<file path="src/rtl/core/aes_pkg.sv">
package aes_pkg;

    typedef struct packed {
        logic        mode;
        logic [63:0] block_high;
        logic [63:0] block_low;
    } in_beat_t;

    typedef struct packed {
        logic [63:0] result_high;
        logic [63:0] result_low;
    } out_beat_t;

    localparam logic [2:0] REG_KEY_LEN = 3'd0;
    localparam logic [2:0] REG_KEY_0   = 3'd1;
    localparam logic [2:0] REG_KEY_1   = 3'd2;
    localparam logic [2:0] REG_KEY_2   = 3'd3;
    localparam logic [2:0] REG_KEY_3   = 3'd4;

    localparam logic [1:0] KLEN_128 = 2'd0;
    localparam logic [1:0] KLEN_192 = 2'd1;
    localparam logic [1:0] KLEN_256 = 2'd2;

    localparam int QUEUE_DEPTH = 2;

    function automatic logic [7:0] xtime(input logic [7:0] x);
        xtime = {x[6:0], 1'b0} ^ (x[7] ? 8'h1b : 8'h00);
    endfunction

    function automatic logic [7:0] gmul(input logic [7:0] a, input logic [7:0] b);
        logic [7:0] acc;
        logic [7:0] aa;
        acc = 8'h00;
        aa  = a;
        for (int k = 0; k < 8; k++)
        begin
            if (b[k])
                acc = acc ^ aa;
            aa = xtime(aa);
        end
        gmul = acc;
    endfunction

    localparam logic [7:0] SBOX [256] = '{
        8'h63,8'h7c,8'h77,8'h7b,8'hf2,8'h6b,8'h6f,8'hc5,8'h30,8'h01,8'h67,8'h2b,8'hfe,8'hd7,8'hab,8'h76,
        8'hca,8'h82,8'hc9,8'h7d,8'hfa,8'h59,8'h47,8'hf0,8'had,8'hd4,8'ha2,8'haf,8'h9c,8'ha4,8'h72,8'hc0,
        8'hb7,8'hfd,8'h93,8'h26,8'h36,8'h3f,8'hf7,8'hcc,8'h34,8'ha5,8'he5,8'hf1,8'h71,8'hd8,8'h31,8'h15,
        8'h04,8'hc7,8'h23,8'hc3,8'h18,8'h96,8'h05,8'h9a,8'h07,8'h12,8'h80,8'he2,8'heb,8'h27,8'hb2,8'h75,
        8'h09,8'h83,8'h2c,8'h1a,8'h1b,8'h6e,8'h5a,8'ha0,8'h52,8'h3b,8'hd6,8'hb3,8'h29,8'he3,8'h2f,8'h84,
        8'h53,8'hd1,8'h00,8'hed,8'h20,8'hfc,8'hb1,8'h5b,8'h6a,8'hcb,8'hbe,8'h39,8'h4a,8'h4c,8'h58,8'hcf,
        8'hd0,8'hef,8'haa,8'hfb,8'h43,8'h4d,8'h33,8'h85,8'h45,8'hf9,8'h02,8'h7f,8'h50,8'h3c,8'h9f,8'ha8,
        8'h51,8'ha3,8'h40,8'h8f,8'h92,8'h9d,8'h38,8'hf5,8'hbc,8'hb6,8'hda,8'h21,8'h10,8'hff,8'hf3,8'hd2,
        8'hcd,8'h0c,8'h13,8'hec,8'h5f,8'h97,8'h44,8'h17,8'hc4,8'ha7,8'h7e,8'h3d,8'h64,8'h5d,8'h19,8'h73,
        8'h60,8'h81,8'h4f,8'hdc,8'h22,8'h2a,8'h90,8'h88,8'h46,8'hee,8'hb8,8'h14,8'hde,8'h5e,8'h0b,8'hdb,
        8'he0,8'h32,8'h3a,8'h0a,8'h49,8'h06,8'h24,8'h5c,8'hc2,8'hd3,8'hac,8'h62,8'h91,8'h95,8'he4,8'h79,
        8'he7,8'hc8,8'h37,8'h6d,8'h8d,8'hd5,8'h4e,8'ha9,8'h6c,8'h56,8'hf4,8'hea,8'h65,8'h7a,8'hae,8'h08,
        8'hba,8'h78,8'h25,8'h2e,8'h1c,8'ha6,8'hb4,8'hc6,8'he8,8'hdd,8'h74,8'h1f,8'h4b,8'hbd,8'h8b,8'h8a,
        8'h70,8'h3e,8'hb5,8'h66,8'h48,8'h03,8'hf6,8'h0e,8'h61,8'h35,8'h57,8'hb9,8'h86,8'hc1,8'h1d,8'h9e,
        8'he1,8'hf8,8'h98,8'h11,8'h69,8'hd9,8'h8e,8'h94,8'h9b,8'h1e,8'h87,8'he9,8'hce,8'h55,8'h28,8'hdf,
        8'h8c,8'ha1,8'h89,8'h0d,8'hbf,8'he6,8'h42,8'h68,8'h41,8'h99,8'h2d,8'h0f,8'hb0,8'h54,8'hbb,8'h16
    };

    localparam logic [7:0] SBOX_REV [256] = '{
        8'h52,8'h09,8'h6a,8'hd5,8'h30,8'h36,8'ha5,8'h38,8'hbf,8'h40,8'ha3,8'h9e,8'h81,8'hf3,8'hd7,8'hfb,
        8'h7c,8'he3,8'h39,8'h82,8'h9b,8'h2f,8'hff,8'h87,8'h34,8'h8e,8'h43,8'h44,8'hc4,8'hde,8'he9,8'hcb,
        8'h54,8'h7b,8'h94,8'h32,8'ha6,8'hc2,8'h23,8'h3d,8'hee,8'h4c,8'h95,8'h0b,8'h42,8'hfa,8'hc3,8'h4e,
        8'h08,8'h2e,8'ha1,8'h66,8'h28,8'hd9,8'h24,8'hb2,8'h76,8'h5b,8'ha2,8'h49,8'h6d,8'h8b,8'hd1,8'h25,
        8'h72,8'hf8,8'hf6,8'h64,8'h86,8'h68,8'h98,8'h16,8'hd4,8'ha4,8'h5c,8'hcc,8'h5d,8'h65,8'hb6,8'h92,
        8'h6c,8'h70,8'h48,8'h50,8'hfd,8'hed,8'hb9,8'hda,8'h5e,8'h15,8'h46,8'h57,8'ha7,8'h8d,8'h9d,8'h84,
        8'h90,8'hd8,8'hab,8'h00,8'h8c,8'hbc,8'hd3,8'h0a,8'hf7,8'he4,8'h58,8'h05,8'hb8,8'hb3,8'h45,8'h06,
        8'hd0,8'h2c,8'h1e,8'h8f,8'hca,8'h3f,8'h0f,8'h02,8'hc1,8'haf,8'hbd,8'h03,8'h01,8'h13,8'h8a,8'h6b,
        8'h3a,8'h91,8'h11,8'h41,8'h4f,8'h67,8'hdc,8'hea,8'h97,8'hf2,8'hcf,8'hce,8'hf0,8'hb4,8'he6,8'h73,
        8'h96,8'hac,8'h74,8'h22,8'he7,8'had,8'h35,8'h85,8'he2,8'hf9,8'h37,8'he8,8'h1c,8'h75,8'hdf,8'h6e,
        8'h47,8'hf1,8'h1a,8'h71,8'h1d,8'h29,8'hc5,8'h89,8'h6f,8'hb7,8'h62,8'h0e,8'haa,8'h18,8'hbe,8'h1b,
        8'hfc,8'h56,8'h3e,8'h4b,8'hc6,8'hd2,8'h79,8'h20,8'h9a,8'hdb,8'hc0,8'hfe,8'h78,8'hcd,8'h5a,8'hf4,
        8'h1f,8'hdd,8'ha8,8'h33,8'h88,8'h07,8'hc7,8'h31,8'hb1,8'h12,8'h10,8'h59,8'h27,8'h80,8'hec,8'h5f,
        8'h60,8'h51,8'h7f,8'ha9,8'h19,8'hb5,8'h4a,8'h0d,8'h2d,8'he5,8'h7a,8'h9f,8'h93,8'hc9,8'h9c,8'hef,
        8'ha0,8'he0,8'h3b,8'h4d,8'hae,8'h2a,8'hf5,8'hb0,8'hc8,8'heb,8'hbb,8'h3c,8'h83,8'h53,8'h99,8'h61,
        8'h17,8'h2b,8'h04,8'h7e,8'hba,8'h77,8'hd6,8'h26,8'he1,8'h69,8'h14,8'h63,8'h55,8'h21,8'h0c,8'h7d
    };

    function automatic logic [31:0] sub_word(input logic [31:0] w);
        sub_word = {SBOX[w[31:24]], SBOX[w[23:16]], SBOX[w[15:8]], SBOX[w[7:0]]};
    endfunction

endpackage

</file>
<file path="src/rtl/core/aes_in_queue.sv">
module aes_in_queue (
    input  logic              clk,
    input  logic              rst_n,
    input  logic              in_valid,
    output logic              in_stall,
    input  aes_pkg::in_beat_t in_data,
    output logic              q_valid,
    input  logic              q_pop,
    output aes_pkg::in_beat_t q_data
);

    aes_pkg::in_beat_t slot_reg [aes_pkg::QUEUE_DEPTH];
    logic              rd_ptr_reg;
    logic              rd_ptr_next;
    logic              wr_ptr_reg;
    logic              wr_ptr_next;
    logic [1:0]        count_reg;
    logic [1:0]        count_next;
    logic              push;
    logic              pop;

    assign in_stall = (count_reg == 2'(aes_pkg::QUEUE_DEPTH));
    assign push     = in_valid && !in_stall;
    assign q_valid  = (count_reg != 2'd0);
    assign pop      = q_pop && q_valid;
    assign q_data   = slot_reg[rd_ptr_reg];

    always_comb
    begin
        rd_ptr_next = rd_ptr_reg ^ pop;
        wr_ptr_next = wr_ptr_reg ^ push;
        count_next  = count_reg + 2'(push) - 2'(pop);
    end

    always_ff @(posedge clk or negedge rst_n)
    begin
        if (!rst_n)
        begin
            rd_ptr_reg <= 1'b0;
            wr_ptr_reg <= 1'b0;
            count_reg  <= 2'd0;
        end
        else
        begin
            rd_ptr_reg <= rd_ptr_next;
            wr_ptr_reg <= wr_ptr_next;
            count_reg  <= count_next;
        end
    end

    always_ff @(posedge clk)
    begin
        if (push)
            slot_reg[wr_ptr_reg] <= in_data;
    end

`ifndef ASSERT_OFF
    a_count_range: assert property (@(posedge clk) disable iff (!rst_n)
        count_reg <= 2'(aes_pkg::QUEUE_DEPTH))
        else $error("queue count overflow");
    a_ptr_gap: assert property (@(posedge clk) disable iff (!rst_n)
        (count_reg == 2'd1) |-> (rd_ptr_reg != wr_ptr_reg))
        else $error("queue pointers disagree with count");
    a_pop_nonempty: assert property (@(posedge clk) disable iff (!rst_n)
        (count_reg == 2'd0) |=> (count_reg <= 2'd1))
        else $error("queue drained below empty");
`endif

endmodule

</file>
<file path="config.mk">
export PLATFORM = sky130hd
export DESIGN_NAME = aes_in_queue
export DESIGN_NICKNAME = d
export VERILOG_FILES = /design/src/rtl/core/aes_pkg.sv /design/src/rtl/core/aes_in_queue.sv
export SDC_FILE = /design/constraint.sdc
export NUM_CORES = 1
export LEC_CHECK = 0
export BUFFER_PORTS_ARGS = -buffer_cell sky130_fd_sc_hd__buf_4
export CAP_MARGIN = 30
export CORE_MARGIN = 2
export CORE_UTILIZATION = 55
export CTS_CLUSTER_DIAMETER = 50
export DETAILED_ROUTE_END_ITERATION = 10
export GPL_ROUTABILITY_DRIVEN = 0
export MAX_ROUTING_LAYER = met4
export PLACE_DENSITY = 0.91
export SLEW_MARGIN = 10
export SYNTH_ARGS = -nofsm -noshare
export SYNTH_HDL_FRONTEND = slang
export SYNTH_SLANG_ARGS = --single-unit
export TNS_END_PERCENT = 100
</file>
<file path="constraint.sdc">
create_clock -name clk -period 9.48 [get_ports clk]
set_input_delay 0.474 -clock clk [delete_from_list [all_inputs] [get_ports clk]]
set_output_delay 0.474 -clock clk [all_outputs]
set_load 0.05 [all_outputs]
</file>
## Word level (Yosys, flattened, before mapping)

Memories as Yosys holds them, arrays and structs flattened.
Cells that the tools add are included.

| storage, ports and cells | value |
|---|---|
| register bits | 4 |
| RAM bits | 258 |
| bits of input ports | 133 |
| output and inout bits | 131 |
| logic and storage cells | 15 |
| memories | 1 |

Memories:

| name | depth | bits a word | read ports | clocked after Yosys merged registers in | write ports | line | source |
|---|---|---|---|---|---|---|---|
| slot_reg | 2 | 129 | 1 | 0 | 1 | aes_in_queue.sv:12 | `aes_pkg::in_beat_t slot_reg [aes_pkg::QUEUE_DEPTH];` |

| cells by class | value |
|---|---|
| $add $sub $neg | 2 |
| equal/unequal tests | 1 |
| muxes and demuxes | 2 |
| bitwise logic cells | 2 |
| reductions and logical operators | 4 |

Operators with widths:

| cell | count |
|---|---|
| $add A2 B1 Y2 | 1 |
| $eq A2 B2 Y1 const B | 1 |
| $logic_and A1 B1 Y1 | 2 |
| $mux W1 | 2 |
| $reduce_bool A2 Y1 | 1 |
| $sub A2 B1 Y2 | 1 |
| $xor A1 B1 Y1 | 2 |
| $logic_not A1 Y1 | 1 |

## Logic depth before layout (Yosys ltp)

| depth | value |
|---|---|
| depth after elaboration | 5 |
| mapped depth | 7 |
| gate-level depth less buffers | 7 |

## Worst setup path before layout

Ideal clock, no wire load.

| path | value |
|---|---|
| path type | flip-flop to flip-flop |
| start | register count_reg[1] |
| end | memory slot_reg[1][0] in the netlist's numbering (enable) |
| library setup time | 0.504 ns |
| data arrival time | 3.665 ns |
| data required time | 8.976 ns |
| path slack | 5.310 ns |
| stages on the path, launching flop included | 4 |
| path buffers | 0 |
| clock period less this slack | 4.170 ns |
| cell sequence | dfrtp_1 nand2b_1 and2_1 ha_1 |

| between the ends | value |
|---|---|
| word-level cells in the longest chain between the ends | 5 |

Ends and longest elaborated chain:

| element | line | source |
|---|---|---|
| start, declared | aes_in_queue.sv:17 | `logic [1:0] count_reg;` |
| start signal, assigned | aes_in_queue.sv:47 | `count_reg <= count_next;` |
| $eq A2 B2 Y1 | aes_in_queue.sv:22 | `assign in_stall = (count_reg == 2'(aes_pkg::QUEUE_DEPTH));` |
| $logic_not A1 Y1 | aes_in_queue.sv:23 | `assign push = in_valid && !in_stall;` |
| $logic_and A1 B1 Y1 | aes_in_queue.sv:23 |  |
| $mux W1 | aes_in_queue.sv:53 | `if (push)` |
| $mux W1 (not written as such) | aes_in_queue.sv:54 | `slot_reg[wr_ptr_reg] <= in_data;` |
| end, declared | aes_in_queue.sv:12 |  |

No other way between the ends.

==> results.json <==
{
  "status": "finished clean",
  "rsz0062_at_grt": "no",
  "wire_per_inst_um": 20.0,
  "largest_reg_flops": 258,
  "post_cts_buffers": 0,
  "p_leak_nw": 4.72,
  "cp_max_fo": 61,
  "cts_resized": 0,
  "dr.pass1.iters": 4,
  "r2r_start": "count_reg[1]$_DFF_PN0_",
  "place_hpwl_um": 12400,
  "synth.top_cell.area_share_pct": 81.1,
  "synth.top_cells.by_count": "258 x edfxtp_1, 129 x mux2_2, 10 x buf_6",
  "synth-warning-count": 0,
  "fin_crit_ns": 3.27,
  "grt_max_degree": 77,
  "place_inst": 898,
  "synth_edf_count": 258,
  "final.setup.worst_slack_ns": 6.21,
  "fin_area_um2": 12600,
  "die_area_um2": 18400,
  "die_x_um": 136,
  "yosysSeqAreaShare_pct": 82.1,
  "synth-seq-cells": 262,
  "nNetsFinal": 841,
  "async_flop_share_pct": 1.53,
  "io_buffers": 263,
  "synth_top_cell_by_area": "edfxtp_1",
  "fp.dieH_um": 136,
  "insertion_delay_ns": 0.51,
  "syn2layout_area_growth_pct": 31.7,
  "startpoint_type": "register",
  "numCtsBuffers": 27,
  "drc_errors": 0,
  "grt_antenna_before_repair": 0,
  "synth_fp_nets": 558,
  "io_pins": 264,
  "multi_input_area_um2": 1580,
  "hold_buffers": 1,
  "grt_pass1_wl_um": 27800,
  "hold_viol_final": 0,
  "hold_start": "in_data[114]",
  "synth_area_per_cell_um2": 22.7,
  "tns_ns": 0,
  "dpl-instance-area_um2": 11700,
  "relSlewSlack_pct": 37.8,
  "core_area_um2": 17100,
  "period_share_pct": 34.5,
  "clockBufferDepth": 3,
  "critical_path.startpoint": "rd_ptr_reg$_DFF_PN0_",
  "track_usage_pct": 20.3,
  "finalWirelength_um": 18900,
  "fin_cells": 947,
  "antenna_cells": 0,
  "syn_inst": 421,
  "fmax_mhz": 306,
  "first_iter_violations": 261,
  "first_global_vias": 5352,
  "yosys.cell_types.count": 15,
  "dpl_worst_slack_ns": 6.52,
  "slew_viol_final": 0,
  "worstPathRequired_ns": 9.01,
  "hold_ws_ns": 0.145,
  "fillers": 998,
  "drtAntennaViolNets": 0,
  "post-synth-top-count-cell": "edfxtp_1",
  "cts_root_buf": "clkbuf_16",
  "finalSetupViolations": 0,
  "crit_type": "reg2out",
  "drv_cap": 0,
  "cp.arrival_ns": 2.79,
  "cts_tree": "built",
  "powerDensity_nw_per_um2": 370,
  "cts.reportedPaths.clkPinSlew_ns": 0.06,
  "worst_ir_drop_vdd_mv": 0.234,
  "hold_path.class": "in2reg",
  "via_count": 4949,
  "end_kind": "output port",
  "numClockSinks": 262,
  "drt-vias-per-instance": 5.23,
  "overflow": 0,
  "regArea_um2": 7850,
  "synthesis.area_um2": 9560,
  "synth_top_flop_cell": "edfxtp_1",
  "skew_ns": 0.00889,
  "initial_core_util_pct": 55.8,
  "num_rows": 48,
  "h-tree-depth": 1,
  "yosys-top-cells-area": "edfxtp_1 81%, mux2_2 15%, buf_6 1.2%",
  "drive_above_1_share_pct": 60.4,
  "max_slew.worst_pin.slew_ns": 0.934
}
## critical path, cell delays in order (launching register included)
cell and delay, ns:
dfrtp_4 0.89, buf_4 0.39, buf_16 0.30, mux2_2 0.40, buf_4 0.19
## layer usage
layer | track usage [%] | vias up | wire length, um
met5 | - | - | 0
met4 | 7.75 | 0 | 561
met3 | 4.66 | 54 | 1480
met2 | 35.7 | 206 | 10000
met1 | 22.7 | 2443 | 6830
li1 | - | 2246 | -
## path summary, 6_finish.rpt
kind | endpoint | slack, ns | cells after the start
min in group asynchronous | rd_ptr_reg$_DFF_PN0_ | 0.33 | 2
worst max-delay path | q_data[122] | 6.21 | 4
worst min-delay path | slot_reg[0][114]$_DFFE_PP_ | 0.14 | 1
worst min register to register | count_reg[0]$_DFF_PN0_ | 0.54 | 1
worst max register to register | slot_reg[0][41]$_DFFE_PP_ | 6.69 | 4
max in group asynchronous | rd_ptr_reg$_DFF_PN0_ | 9.04 | 2
## power by group
group          switching [mW]  internal (mW)
clock network           0.401          0.576
logic                    1.33          0.646
registers               0.107           1.59
total                    1.84           2.81
## layout make-up
class / count / share of cell area, %
Sequential cell: 262 / 62.4
Timing Repair Buffer: 268 / 16.2
Multi-Input combinational cell: 141 / 12.6
Clock buffer: 34 / 5.58
Tap cell: 225 / 2.24
Clock inverter: 13 / 0.925
Inverter: 4 / 0.119
## placed cells by master (no fill, tap or decap), types with 2 or more instances in the layout
master and count:
xnor2_1 2, edfxtp_1 258, inv_1 4, ha_4 2, dfrtp_1 3, ha_1 2
clkbuf_1 7, bufinv_16 2, mux2_2 129, buf_4 266, clkinv_1 4, clkinv_2 6
clkbuf_16 27
## through the flow
stage | power (mW) | util (%)
CTS | 4.68 | 73.4
global placement | 3.64 | 68.5
finish | 4.65 | 73.5
global route | 4.82 | 73.5
detailed placement | 3.70 | 68.5
floorplan | 3.17 | -
## cell families after synthesis
family | Yosys count | synth area share [%]
adder cells (fa/ha/maj) | 4 | 0.524
XOR/XNOR | 3 | 0.275
flip-flops | 262 | 82.1
buffers and inverters | 18 | 1.57
multiplexers | 129 | 15.2
AND/OR/NAND/NOR | 4 | 0.236
AO/OA/AOI/OAI | 1 | 0.0786
(Power assumes the default switching activity.)
